$ cat config.mk
export PLATFORM = sky130hd
export DESIGN_NAME = code128_symbol_encoder_flat
export DESIGN_NICKNAME = d
export VERILOG_FILES = /design/src/rtl/core/c128_pkg.sv /design/src/rtl/core/c128_if.sv /design/src/rtl/core/code128_symbol_encoder.sv /design/src/rtl/core/c128_plan.sv /design/src/rtl/core/c128_check.sv /design/src/flat_wrapper.sv
export SDC_FILE = /design/constraint.sdc
export NUM_CORES = 1
export LEC_CHECK = 0
export ABC_AREA = 1
export BUFFER_PORTS_ARGS = -buffer_cell sky130_fd_sc_hd__buf_4
export CORE_ASPECT_RATIO = 1.25
export CORE_UTILIZATION = 55
export CTS_CLUSTER_SIZE = 20
export DETAILED_ROUTE_END_ITERATION = 7
export PLACE_DENSITY_LB_ADDON = 0.25
export SLEW_MARGIN = 15
export SYNTH_ARGS = -nofsm -noshare
export SYNTH_HDL_FRONTEND = slang
export SYNTH_SLANG_ARGS = --single-unit
export TNS_END_PERCENT = 50
$ cat constraint.sdc
create_clock -name clk -period 8.65 [get_ports clk]
set_input_delay 0 -clock clk [delete_from_list [all_inputs] [get_ports clk]]
set_output_delay 0 -clock clk [all_outputs]
set_load 0.1 [all_outputs]
$ cat src/rtl/core/c128_pkg.sv
// Package for the Code 128 symbol encoder: symbol codes, enums, plan structs
// and the constant table used by the checksum reduction.
// No dependencies.
package c128_pkg;

  localparam int unsigned MOD_CHECK = 103;
  localparam int unsigned PLAN_DEPTH = 8;

  localparam logic [6:0] SYM_TO_C    = 7'd99;
  localparam logic [6:0] SYM_TO_B    = 7'd100;
  localparam logic [6:0] SYM_TO_A    = 7'd101;
  localparam logic [6:0] SYM_START_B = 7'd104;
  localparam logic [6:0] SYM_STOP    = 7'd106;
  localparam logic [6:0] CHAR_ZERO   = 7'd48;
  localparam logic [6:0] CHAR_NINE   = 7'd57;
  localparam logic [6:0] CHAR_SPACE  = 7'd32;
  localparam logic [6:0] CHAR_LOWER  = 7'd96;
  localparam logic [6:0] DIGIT_BASE  = 7'd16;
  localparam logic [6:0] CTRL_BASE   = 7'd64;

  typedef enum logic [1:0] {
    SET_A,
    SET_B,
    SET_C
  } code_set_t;

  typedef enum logic [1:0] {
    CLS_A,
    CLS_B,
    CLS_NEUTRAL
  } char_cls_t;

  typedef enum logic [1:0] {
    SK_START,
    SK_DATA,
    SK_CHECK,
    SK_STOP
  } sym_kind_t;

  typedef enum logic {
    ST_IDLE,
    ST_RUN
  } seq_state_t;

  typedef struct packed {
    sym_kind_t  kind;
    logic [6:0] value;
  } entry_t;

  typedef struct packed {
    entry_t [PLAN_DEPTH-1:0] entry;
    logic [$clog2(PLAN_DEPTH+1)-1:0] count;
  } plan_t;

  typedef struct packed {
    logic       start;
    logic       data;
    logic [6:0] value;
  } chk_cmd_t;

  typedef logic [6:0] mod_tbl_t [128];

  function automatic mod_tbl_t build_hi_mod();
    mod_tbl_t t;
    for (int i = 0; i < 128; i++) begin
      t[i] = 7'((i * 128) % MOD_CHECK);
    end
    return t;
  endfunction

  localparam mod_tbl_t HI_MOD = build_hi_mod();

endpackage

$ cat src/rtl/core/c128_if.sv
// Valid/ready channel interfaces for message characters and symbol values.
// No dependencies.
interface c128_char_if;
  logic       valid;
  logic       ready;
  logic [6:0] char_code;
  logic       last_char;
  modport source (output valid, output char_code, output last_char, input ready);
  modport sink (input valid, input char_code, input last_char, output ready);
endinterface

interface c128_sym_if;
  logic       valid;
  logic       ready;
  logic [6:0] symbol_value;
  logic       last_symbol;
  modport source (output valid, output symbol_value, output last_symbol, input ready);
  modport sink (input valid, input symbol_value, input last_symbol, output ready);
endinterface

$ cat src/rtl/core/code128_symbol_encoder.sv
// Code 128 symbol encoder top level: sequencer, output register and the
// planner and checksum units. Depends on c128_pkg, c128_if, c128_plan, c128_check.
//
// Usage:
//   char_in  (sink)   : one message character per beat, last_char marks the end.
//   sym_out  (source) : Code 128 symbol values, Start B first, then data and
//                       switch symbols, the checksum and Stop with last_symbol.
//   A character is planned in the cycle it is taken; its symbols then leave
//   one per cycle while sym_out accepts them, through the output register and
//   the shared checksum unit; a character produces zero to seven symbols.
//   char_in.ready is high only while no symbols of the previous character
//   remain to be issued; the last symbol may still wait in the output
//   register. After a take the sequencer enters its run state and then
//   registers the first symbol into the output register.
//   When sym_out stalls, the output register holds and the sequencer waits.
//   Reset clears the code set, digit run and checksum state; the next
//   character opens a new message with Start B.
module code128_symbol_encoder
  import c128_pkg::*;
(
  input  logic       clk,
  input  logic       rst,
  c128_char_if.sink  char_in,
  c128_sym_if.source sym_out
);

  seq_state_t state, state_next;
  plan_t      plan, list;
  logic [$clog2(PLAN_DEPTH)-1:0] idx;
  entry_t     cur;
  logic       take, slot_free, issue, at_end;
  chk_cmd_t   cmd;
  logic [6:0] check_value;
  logic       out_valid;
  logic [6:0] out_value;
  logic       out_last;

  c128_plan u_plan (
    .clk       (clk),
    .rst       (rst),
    .take      (take),
    .char_code (char_in.char_code),
    .last_char (char_in.last_char),
    .plan      (plan)
  );

  c128_check u_check (
    .clk         (clk),
    .rst         (rst),
    .cmd         (cmd),
    .check_value (check_value)
  );

  assign cur = list.entry[idx];
  assign slot_free = !out_valid || sym_out.ready;
  assign at_end = ($bits(list.count)'(idx) + 1'b1) == list.count;

  always_comb begin
    state_next = state;
    unique case (state)
      ST_IDLE: begin
        if (take && plan.count != '0) begin
          state_next = ST_RUN;
        end
      end
      ST_RUN: begin
        if (issue && at_end) begin
          state_next = ST_IDLE;
        end
      end
      default: state_next = ST_IDLE;
    endcase
  end

  always_comb begin
    char_in.ready = (state == ST_IDLE);
    take = char_in.valid && char_in.ready;
    issue = (state == ST_RUN) && slot_free;
    cmd.start = issue && (cur.kind == SK_START);
    cmd.data = issue && (cur.kind == SK_DATA);
    cmd.value = cur.value;
  end

  always_ff @(posedge clk) begin
    if (rst) begin
      state <= ST_IDLE;
      out_valid <= 1'b0;
      idx <= '0;
    end else begin
      state <= state_next;
      if (take) begin
        idx <= '0;
      end else if (issue) begin
        idx <= idx + 1'b1;
      end
      if (issue) begin
        out_valid <= 1'b1;
      end else if (sym_out.ready) begin
        out_valid <= 1'b0;
      end
    end
  end

  always_ff @(posedge clk) begin
    if (take) begin
      list <= plan;
    end
    if (issue) begin
      out_value <= (cur.kind == SK_CHECK) ? check_value : cur.value;
      out_last <= (cur.kind == SK_STOP);
    end
  end

  assign sym_out.valid = out_valid;
  assign sym_out.symbol_value = out_value;
  assign sym_out.last_symbol = out_last;

`ifndef ASSERT_OFF
  a_idx_in_list: assert property (@(posedge clk) disable iff (rst)
    state == ST_RUN |-> $bits(list.count)'(idx) < list.count)
    else $error("sequencer index past end of list");
  a_stop_value: assert property (@(posedge clk) disable iff (rst)
    out_valid && out_last |-> out_value == SYM_STOP)
    else $error("last symbol is not stop");
  a_issue_shows: assert property (@(posedge clk) disable iff (rst)
    issue |=> out_valid) else $error("issued symbol not presented");
`endif

endmodule

$ cat src/rtl/core/c128_plan.sv
// Code set and digit-run tracker: turns one character into a list of symbols.
// Depends on c128_pkg.
module c128_plan
  import c128_pkg::*;
(
  input  logic       clk,
  input  logic       rst,
  input  logic       take,
  input  logic [6:0] char_code,
  input  logic       last_char,
  output plan_t      plan
);

  logic            started, started_next;
  code_set_t       code_set, set_next;
  logic [3:0]      held_digits [3];
  logic [3:0]      held_next [3];
  logic [1:0]      held_count, hc_next;
  logic            in_long_run, ilr_next;
  logic [3:0]      pair_digit, pd_next;
  logic            pair_pending, pp_next;
  logic [3:0]      n;
  logic            is_digit;
  logic [3:0]      digit;
  char_cls_t       cls, close_cls;
  logic            close_en;

  always_comb begin
    plan = '0;
    n = '0;
    started_next = started;
    set_next = code_set;
    held_next = held_digits;
    hc_next = held_count;
    ilr_next = in_long_run;
    pd_next = pair_digit;
    pp_next = pair_pending;
    is_digit = (char_code >= CHAR_ZERO) && (char_code <= CHAR_NINE);
    digit = char_code[3:0];
    if (char_code < CHAR_SPACE) begin
      cls = CLS_A;
    end else if (char_code >= CHAR_LOWER) begin
      cls = CLS_B;
    end else begin
      cls = CLS_NEUTRAL;
    end
    close_en = last_char || !is_digit;
    close_cls = is_digit ? CLS_A : cls;

    if (!started) begin
      plan.entry[n[2:0]] = '{kind: SK_START, value: SYM_START_B};
      n = n + 4'd1;
      started_next = 1'b1;
    end

    if (is_digit) begin
      if (in_long_run) begin
        if (pair_pending) begin
          plan.entry[n[2:0]] = '{kind: SK_DATA,
                                 value: 7'(pair_digit) * 7'd10 + 7'(digit)};
          n = n + 4'd1;
          pp_next = 1'b0;
        end else begin
          pd_next = digit;
          pp_next = 1'b1;
        end
      end else if (held_count != 2'd3) begin
        held_next[held_count] = digit;
        hc_next = held_count + 2'd1;
      end else begin
        plan.entry[n[2:0]] = '{kind: SK_DATA, value: SYM_TO_C};
        n = n + 4'd1;
        plan.entry[n[2:0]] = '{kind: SK_DATA,
                               value: 7'(held_digits[0]) * 7'd10 + 7'(held_digits[1])};
        n = n + 4'd1;
        plan.entry[n[2:0]] = '{kind: SK_DATA,
                               value: 7'(held_digits[2]) * 7'd10 + 7'(digit)};
        n = n + 4'd1;
        hc_next = '0;
        ilr_next = 1'b1;
        set_next = SET_C;
      end
    end

    if (close_en) begin
      if (ilr_next) begin
        if (pp_next) begin
          if (close_cls == CLS_B) begin
            plan.entry[n[2:0]] = '{kind: SK_DATA, value: SYM_TO_B};
            set_next = SET_B;
          end else begin
            plan.entry[n[2:0]] = '{kind: SK_DATA, value: SYM_TO_A};
            set_next = SET_A;
          end
          n = n + 4'd1;
          plan.entry[n[2:0]] = '{kind: SK_DATA, value: 7'(pd_next) + DIGIT_BASE};
          n = n + 4'd1;
          pp_next = 1'b0;
        end
        ilr_next = 1'b0;
      end else begin
        for (int k = 0; k < 3; k++) begin
          if (2'(k) < hc_next) begin
            plan.entry[n[2:0]] = '{kind: SK_DATA, value: 7'(held_next[k]) + DIGIT_BASE};
            n = n + 4'd1;
          end
        end
        hc_next = '0;
      end
    end

    if (!is_digit) begin
      if (set_next == SET_C) begin
        if (cls == CLS_B) begin
          plan.entry[n[2:0]] = '{kind: SK_DATA, value: SYM_TO_B};
          set_next = SET_B;
        end else begin
          plan.entry[n[2:0]] = '{kind: SK_DATA, value: SYM_TO_A};
          set_next = SET_A;
        end
        n = n + 4'd1;
      end else if (cls == CLS_A && set_next != SET_A) begin
        plan.entry[n[2:0]] = '{kind: SK_DATA, value: SYM_TO_A};
        set_next = SET_A;
        n = n + 4'd1;
      end else if (cls == CLS_B && set_next != SET_B) begin
        plan.entry[n[2:0]] = '{kind: SK_DATA, value: SYM_TO_B};
        set_next = SET_B;
        n = n + 4'd1;
      end
      if (set_next == SET_A && char_code < CHAR_SPACE) begin
        plan.entry[n[2:0]] = '{kind: SK_DATA, value: char_code + CTRL_BASE};
      end else begin
        plan.entry[n[2:0]] = '{kind: SK_DATA, value: char_code - CHAR_SPACE};
      end
      n = n + 4'd1;
    end

    if (last_char) begin
      plan.entry[n[2:0]] = '{kind: SK_CHECK, value: '0};
      n = n + 4'd1;
      plan.entry[n[2:0]] = '{kind: SK_STOP, value: SYM_STOP};
      n = n + 4'd1;
      started_next = 1'b0;
      set_next = SET_B;
      hc_next = '0;
      ilr_next = 1'b0;
      pp_next = 1'b0;
    end

    plan.count = n;
  end

  always_ff @(posedge clk) begin
    if (rst) begin
      started <= 1'b0;
      code_set <= SET_B;
      held_count <= '0;
      in_long_run <= 1'b0;
      pair_pending <= 1'b0;
    end else if (take) begin
      started <= started_next;
      code_set <= set_next;
      held_count <= hc_next;
      in_long_run <= ilr_next;
      pair_pending <= pp_next;
    end
  end

  always_ff @(posedge clk) begin
    if (take) begin
      held_digits <= held_next;
      pair_digit <= pd_next;
    end
  end

endmodule

$ cat src/rtl/core/c128_check.sv
// Shared weighted-checksum unit: position counter, one product register and
// a mod-103 accumulator. Depends on c128_pkg.
module c128_check
  import c128_pkg::*;
(
  input  logic       clk,
  input  logic       rst,
  input  chk_cmd_t   cmd,
  output logic [6:0] check_value
);

  logic [6:0]  pos, pos_inc;
  logic [6:0]  acc, acc_next;
  logic [13:0] prod;
  logic        prod_valid;
  logic [13:0] sum;
  logic [7:0]  part;

  assign pos_inc = (pos == 7'(MOD_CHECK - 1)) ? 7'd0 : pos + 7'd1;

  always_comb begin
    sum = 14'(acc) + (prod_valid ? prod : 14'd0);
    part = 8'(HI_MOD[sum[13:7]]) + 8'(sum[6:0]);
    if (part >= 8'(2 * MOD_CHECK)) begin
      acc_next = 7'(part - 8'(2 * MOD_CHECK));
    end else if (part >= 8'(MOD_CHECK)) begin
      acc_next = 7'(part - 8'(MOD_CHECK));
    end else begin
      acc_next = part[6:0];
    end
  end

  assign check_value = acc_next;

  always_ff @(posedge clk) begin
    if (rst) begin
      pos <= '0;
      acc <= '0;
      prod_valid <= 1'b0;
    end else if (cmd.start) begin
      pos <= '0;
      acc <= 7'(32'(SYM_START_B) % MOD_CHECK);
      prod_valid <= 1'b0;
    end else begin
      acc <= acc_next;
      prod_valid <= cmd.data;
      if (cmd.data) begin
        pos <= pos_inc;
      end
    end
  end

  always_ff @(posedge clk) begin
    if (cmd.data) begin
      prod <= 14'(cmd.value) * 14'(pos_inc);
    end
  end

`ifndef ASSERT_OFF
  a_acc_range: assert property (@(posedge clk) disable iff (rst)
    acc < 7'(MOD_CHECK)) else $error("checksum accumulator out of range");
  a_pos_range: assert property (@(posedge clk) disable iff (rst)
    pos < 7'(MOD_CHECK)) else $error("position out of range");
  a_prod_follows: assert property (@(posedge clk) disable iff (rst)
    cmd.data && !cmd.start |=> prod_valid) else $error("product lost");
`endif

endmodule
$ cat src/flat_wrapper.sv
// flat-port wrapper written by rule: the top's interface ports become plain ports
module code128_symbol_encoder_flat import c128_pkg::*;
  (clk, rst, char_in_valid, char_in_char_code, char_in_last_char, char_in_ready, sym_out_valid, sym_out_symbol_value, sym_out_last_symbol, sym_out_ready);
  c128_char_if char_in_i ();
  c128_sym_if sym_out_i ();
  input  logic clk;
  input  logic rst;
  input wire logic [$bits(char_in_i.valid)-1:0] char_in_valid;
  input wire logic [$bits(char_in_i.char_code)-1:0] char_in_char_code;
  input wire logic [$bits(char_in_i.last_char)-1:0] char_in_last_char;
  output wire logic [$bits(char_in_i.ready)-1:0] char_in_ready;
  output wire logic [$bits(sym_out_i.valid)-1:0] sym_out_valid;
  output wire logic [$bits(sym_out_i.symbol_value)-1:0] sym_out_symbol_value;
  output wire logic [$bits(sym_out_i.last_symbol)-1:0] sym_out_last_symbol;
  input wire logic [$bits(sym_out_i.ready)-1:0] sym_out_ready;
  assign char_in_i.valid = char_in_valid;
  assign char_in_i.char_code = char_in_char_code;
  assign char_in_i.last_char = char_in_last_char;
  assign char_in_ready = char_in_i.ready;
  assign sym_out_valid = sym_out_i.valid;
  assign sym_out_symbol_value = sym_out_i.symbol_value;
  assign sym_out_last_symbol = sym_out_i.last_symbol;
  assign sym_out_i.ready = sym_out_ready;
  code128_symbol_encoder u_core (.clk(clk), .rst(rst), .char_in(char_in_i), .sym_out(sym_out_i));
endmodule
# == Yosys cells after proc, flatten, opt, wreduce, memory -nomap -nowiden ==
# Memory sizes are Yosys's and may differ from the RTL's.
# Index checks and enable logic that the tools add are counted.
# classes
shift,0
bitwise,24
n_reduce_logical,34
div,0
muxes,138
n_addsub,28
order_cmp,35
mul,4
n_eq_ne,10
# op_table
cell,count
2-to-1 mux 72 bit,26
bitwise mux 72 bit,9
demux 9 bit (select 3 bit),11
2-to-1 mux 9 bit,12
2-to-1 mux 4 bit,24
inverter 32 bit,3
AND 40 bit,2
inverter 40 bit,2
OR 40 bit,2
AND 32 bit,2
AND 64 bit,1
inverter 64 bit,1
OR 32 bit,2
2-to-1 mux 7 bit,7
less-than comparator 3 x 4 -> 1 bit (second input constant),12
OR 48 bit,1
adder 4 x 1 -> 4 bit (second input constant),11
2-to-1 mux 2 bit,21
OR 5 x 40 -> 40 bit,1
2-to-1 mux 12 bit,3
>= comparator 3 x 1 -> 1 bit (second input constant),11
AND 3 x 32 -> 32 bit,1
binary-select mux 9 bit (select 3 bit),1
adder 4 x 5 -> 6 bit (second input constant),4
other kinds (46),103
# word_totals
romBits,896
memories,1
ram_bits,0
regBits,141
wordCells,310
latch_bits,0
in_bits,12
out_inout_bits,10
# memory_table
memory,words,width,read_ports,rd_ports_with_merged_regs,write_ports,line_no,rtl
(name not given),128,7,1,0,0,c128_check.sv:23,part = 8'(HI_MOD[sum[13:7]]) + 8'(sum[6:0]);

# == Longest topological paths before layout ==
# logic_depth
ltp_word,35
depth_mapped,43
mapped_depth_nobuf,41

# == By module ==
# Synthesis repeated with hierarchy kept, for this count alone.
# unflattened
hier_cells,2465
area_unflattened_um2,16425.8
# by_module_without_submodules
mod,area_each_um2,cells_per_inst,seq_area_each_um2,instances
c128_plan,7592.3,1352,620.6,1
c128_check,5196.2,800,720.7,1
code128_symbol_encoder,3637.2,313,2622.5,1

# == Worst setup path after synthesis ==
# Ideal clock, no wire load.
# synth_timing
kind,flip-flop to flip-flop
startpoint,reg u_core.u_check.prod_valid
endpoint,"reg u_core.out_value[3], in the netlist u_core.sym_out.symbol_value[3] (data pin)"
path_stages_with_launch,37
path_slack_ps,2172
setup_time_ps,263
synth_period_minus_slack_ps,6478
n_path_buf,2
arrival_time_ps,6215
required_ps,8387
cell_sequence,dfxtp_1 > clkbuf_1 > clkbuf_1 > nand2_1 > inv_1 > ha_1 > inv_1 > fa_1 > o21ai_0 > a21oi_1 > o21bai_1 > nand2_1 > a21oi_1 > xor2_1 > inv_1 > ha_1 > inv_1 > nor2_1 > o21ai_0 > o211ai_1 > mux2i_1 > o21ai_0 > inv_1 > ha_1 > nand3_1 > and2_1 > or2_2 > nand2_1 > a21oi_1 > or2_2 > a21oi_1 > nand2_1 > nand2_1 > nand2_1 > o22ai_1 > xor2_1 > o21ai_0
# synth_via
elab_chain_len,11
elab_cells_between_ends,14
classes_between,add/sub: 4; order compare: 2; mux: 6; bitwise: 1; memory: 1
# synth_lines
element,line_no,rtl
"start, declared",c128_check.sv:15,logic prod_valid;
"start signal, assigned",c128_check.sv:46,prod_valid <= cmd.data;
2-to-1 mux 14 bit *,c128_check.sv:22,sum = 14'(acc) + (prod_valid ? prod : 14'd0);
adder 7 x 14 -> 14 bit *,c128_check.sv:22,
inverter 7 -> 8 bit (implied by the code),c128_check.sv:23,
memory read (128 x 7 bit),--,
2-to-1 mux 7 bit (implied by the code) (2 in series),c128_check.sv:23,
adder 7 x 7 -> 8 bit *,c128_check.sv:23,
subtractor 7 bit or >= comparator 8 x 7 -> 1 bit (tied branches),"c128_check.sv:27, c128_check.sv:26",
2-to-1 mux 7 bit,c128_check.sv:26,end else if (part >= 8'(MOD_CHECK)) begin
2-to-1 mux 7 bit *,c128_check.sv:24,if (part >= 8'(2 * MOD_CHECK)) begin
2-to-1 mux 7 bit *,code128_symbol_encoder.sv:109,out_value <= (cur.kind == SK_CHECK) ? check_value : cur.value;
"end signal, assigned",code128_symbol_encoder.sv:109,
"end, declared",code128_symbol_encoder.sv:35,logic [6:0] out_value;
# Every way passes the cells marked *; elsewhere a longest branch is shown, timed or not. The select of a mux whose other input is x is not followed.
# A chain may end at the register's enable or synchronous reset.

# == Final worst setup path ==
# Same ends and word-level chain as after synthesis.

==> impl_results.md <==
- Cell count after synthesis: 2167
- Crit path launch type: flop
- # IOs: 22
- Routed WL per cell: 23.1 um
- Worst setup startpoint: u_core.u_check.prod_valid
- DP HPWL: 46.5 mm
- Worst hold-check path type: input pin to flop
- Worst slew margin: 0.274
- Pre-antenna DRT Iters: 8
- Starting density of the core: 0.564
- PwrDens: 190 nW/um2
- Top Family by Delay on Critical Path: compound AO/OA/AOI/OAI gates
- Setup violations, final: 0
- Sequential element share of the synthesized area: 0.260
- Clock tree sinks: 141
- Internal power: 0.00176 W
- Root Buffer: clkbuf_16
- Synth area leaders: edfxtp_1 (22%), nand2_1 (9.2%), o21ai_0 (8.5%), ha_1 (8.2%), inv_1 (7.7%)
- Chip height: 188 um
- P_sw: 0.00137 W
- Die area: 28400 um2
- Ys flop type: edfxtp_1
- Switching Fraction: 0.438
- Global route total overflow: 0
- Clock share of power: 0.242
- Reg-to-reg startpoint: u_core.u_check.prod_valid
- Post-Route WL: 58.8 mm
- Max cap viols: 0
- Clk slew on worst S/H paths: 0.06 ns
- Asr flop ratio synth: 0
- Final ANT Viol Nets: 0
- Synth warn: 0
- Die Width: 151 um
- Setup TNS: 0 ns
- Clock skew: 0.0170 ns
- Starting DRC count in detailed routing: 1764
- Number of synthesized register bits: 141
- Clk buf depth: 2
- Buffers on Ports: 21
- CTS tree: done
- Hold Startpoint: char_in_char_code[2]
- FMAX: 0.132 GHz
- Maximum VDD drop: 138 uV
- Vias per Instance: 6.35
- Slew Limit Fails: 0
- Leak: 7.49 nW
- Setup bufs post-CTS: 0
- Placed inst area: 15800 um2
- Largest area contributor in the netlist: edfxtp_1
- Worst-path fanout max: 16
- Vias in the first global route: 15697
- Flop pwr share: 0.308
- Status: complete, but fails checks
- Net count, final: 2327
- Tcrit/Tclk final: 0.874
- Final GP Congestion: 1.07
- Core ar.: 27100 um2
- Final instance area: 16500 um2
- Cell Area, Synth: 15300 um2
- Least-Margin Pin Slew: 1.08 ns
- Syn_nets: 2311
- Leading cell type in the layout, fill and taps excluded: nand2_1
- # rows: 67
- H-tree depth: 4
- Logic pwr share: 0.450
- Critical Path Sink Type: flop
- Syn-to-layout area delta: 7.76%
- Worst Path Buf+Inv: 5
- Synth top area share: 0.224
- Worst EP required: 8.82 ns
- Worst path slowest cell: dfxtp_1
- Antenna violations before repair: 0
- Layout cell share with drive strength beyond 1: 0.0893
- DRC: 2
- Final Critical Period: 7.56 ns
- Vias: 16136
- Top cell by count, worst path: nand2_1
- Distinct cell type count after synthesis: 70
- Num CTS Buffers: 17
- First-pass GRT wire length: 89.5 mm
- Avg Cell Area, Syn: 7.05 um2
- Skew-Pair Late Insertion Delay: 0.44 ns
- Critical path type: flop to flop
- RSZ-0062 raised after global routing: false
- CP arrival: 7.73 ns
- Final Hold Vio Count: 0
- Failing checks: design-rule violations
- Most frequent cells in the layout: nand2_1 (373), inv_1 (314), nor2_1 (285)
- Tot GR Track Use: 0.424
- Fillers: 2479
- Post-synth EDFFs: 114
- ANT cells: 0
- CP max stage delay: 0.63 ns
- Largest net degree at the start of global routing: 52
==> synth_stat cells (15+ instances only) <==
library cell	number
a21oi_1	111
clkbuf_1	37
dfxtp_1	27
edfxtp_1	114
fa_1	32
ha_1	100
inv_1	315
inv_2	15
nand2_1	373
nand2_2	27
nand3_1	84
nor2_1	285
nor3_1	24
o211ai_1	36
o21ai_0	260
o21ai_1	21
o221ai_1	17
o22ai_1	34
o32ai_1	17
xor2_1	35
==> through the flow <==
step | utilization | setup WS (ns) | power, W | instances | hold slack (ns)
floorplan | - | 2.17 | 0.00192 | 2167 | 0.0624
global placement | 0.584 | 1.47 | 0.00230 | 2507 | 0.263
detailed placement | 0.584 | 1.09 | 0.00234 | 2507 | 0.274
CTS | 0.608 | 1.08 | 0.00309 | 2541 | 0.0343
global route | 0.608 | 0.467 | 0.00329 | 2541 | 0.0721
finish | 0.608 | 1.09 | 0.00313 | 2541 | 0.0565
==> repair_timing <==
action	in CTS	in global routing
resized for setup	0	0
hold buffers	2	0
hold endpoints to repair	4	0
==> tightest hold or removal path: stages <==
cell and delay (ns):
buf_4 0.16, o22ai_1 0.12, nor2_1 0.09
==> power groups by stage <==
stage / logic (W) / registers, W / clock network [W]
2_1_floorplan: 0.000903 / 0.00102 / 0
3_3_place_gp: 0.00133 / 0.000972 / 0
3_5_place_dp: 0.00136 / 0.000975 / 0
4_1_cts: 0.00137 / 0.000962 / 0.000753
5_1_grt: 0.00154 / 0.000974 / 0.000779
6_report: 0.00141 / 0.000964 / 0.000756
==> routing by layer <==
metal	up-vias	GRT usage	routed length, um
met5	-	0	0
met4	0	0.343	5640
met3	296	0.0630	4360
met2	987	0.729	28400
met1	7451	0.455	20400
li1	7402	-	-
==> flip-flops by register name (all words and copies together) (netlist names), 2 cells and up <==
signal	count
u_core.idx	3
u_core.u_plan.pair_digit	4
u_core.u_check.acc	7
u_core.u_check.prod	14
u_core.u_plan.code_set	2
u_core.u_plan.held_digits	12
u_core.u_plan.held_count	2
u_core.u_check.pos	7
u_core.list	76
u_core.sym_out.symbol_value	7
==> logic make-up after synthesis <==
| kind of cell | share of synthesized area |
|---|---|
| AND/OR/NAND/NOR | 0.256 |
| flip-flops | 0.260 |
| multiplexers | 0.00721 |
| AO/OA/AOI/OAI | 0.227 |
| XOR/XNOR | 0.0282 |
| adder cells (fa/ha/maj) | 0.124 |
| buffers and inverters | 0.0986 |
==> area by class of cell <==
type	count	area [um2]	share of cell area
clock inverters	10	85.1	0.00517
multi-input cells	1638	9800	0.596
clock buffers	22	529	0.0322
well taps	345	432	0.0262
inverters	338	1290	0.0782
flip-flops and latches	141	3960	0.241
repair buffers	47	358	0.0217
==> path summary, 6_finish.rpt <==
kind,end,slack [ns],depth (start not counted)
max,u_core.sym_out.symbol_value[3],1.09,34
max reg2reg,u_core.sym_out.symbol_value[3],1.09,34
min reg2reg,u_core.u_plan.code_set[0],0.51,2
min,u_core.list[24],0.06,3
No activity file was read; power rests on OpenSTA's default activity.
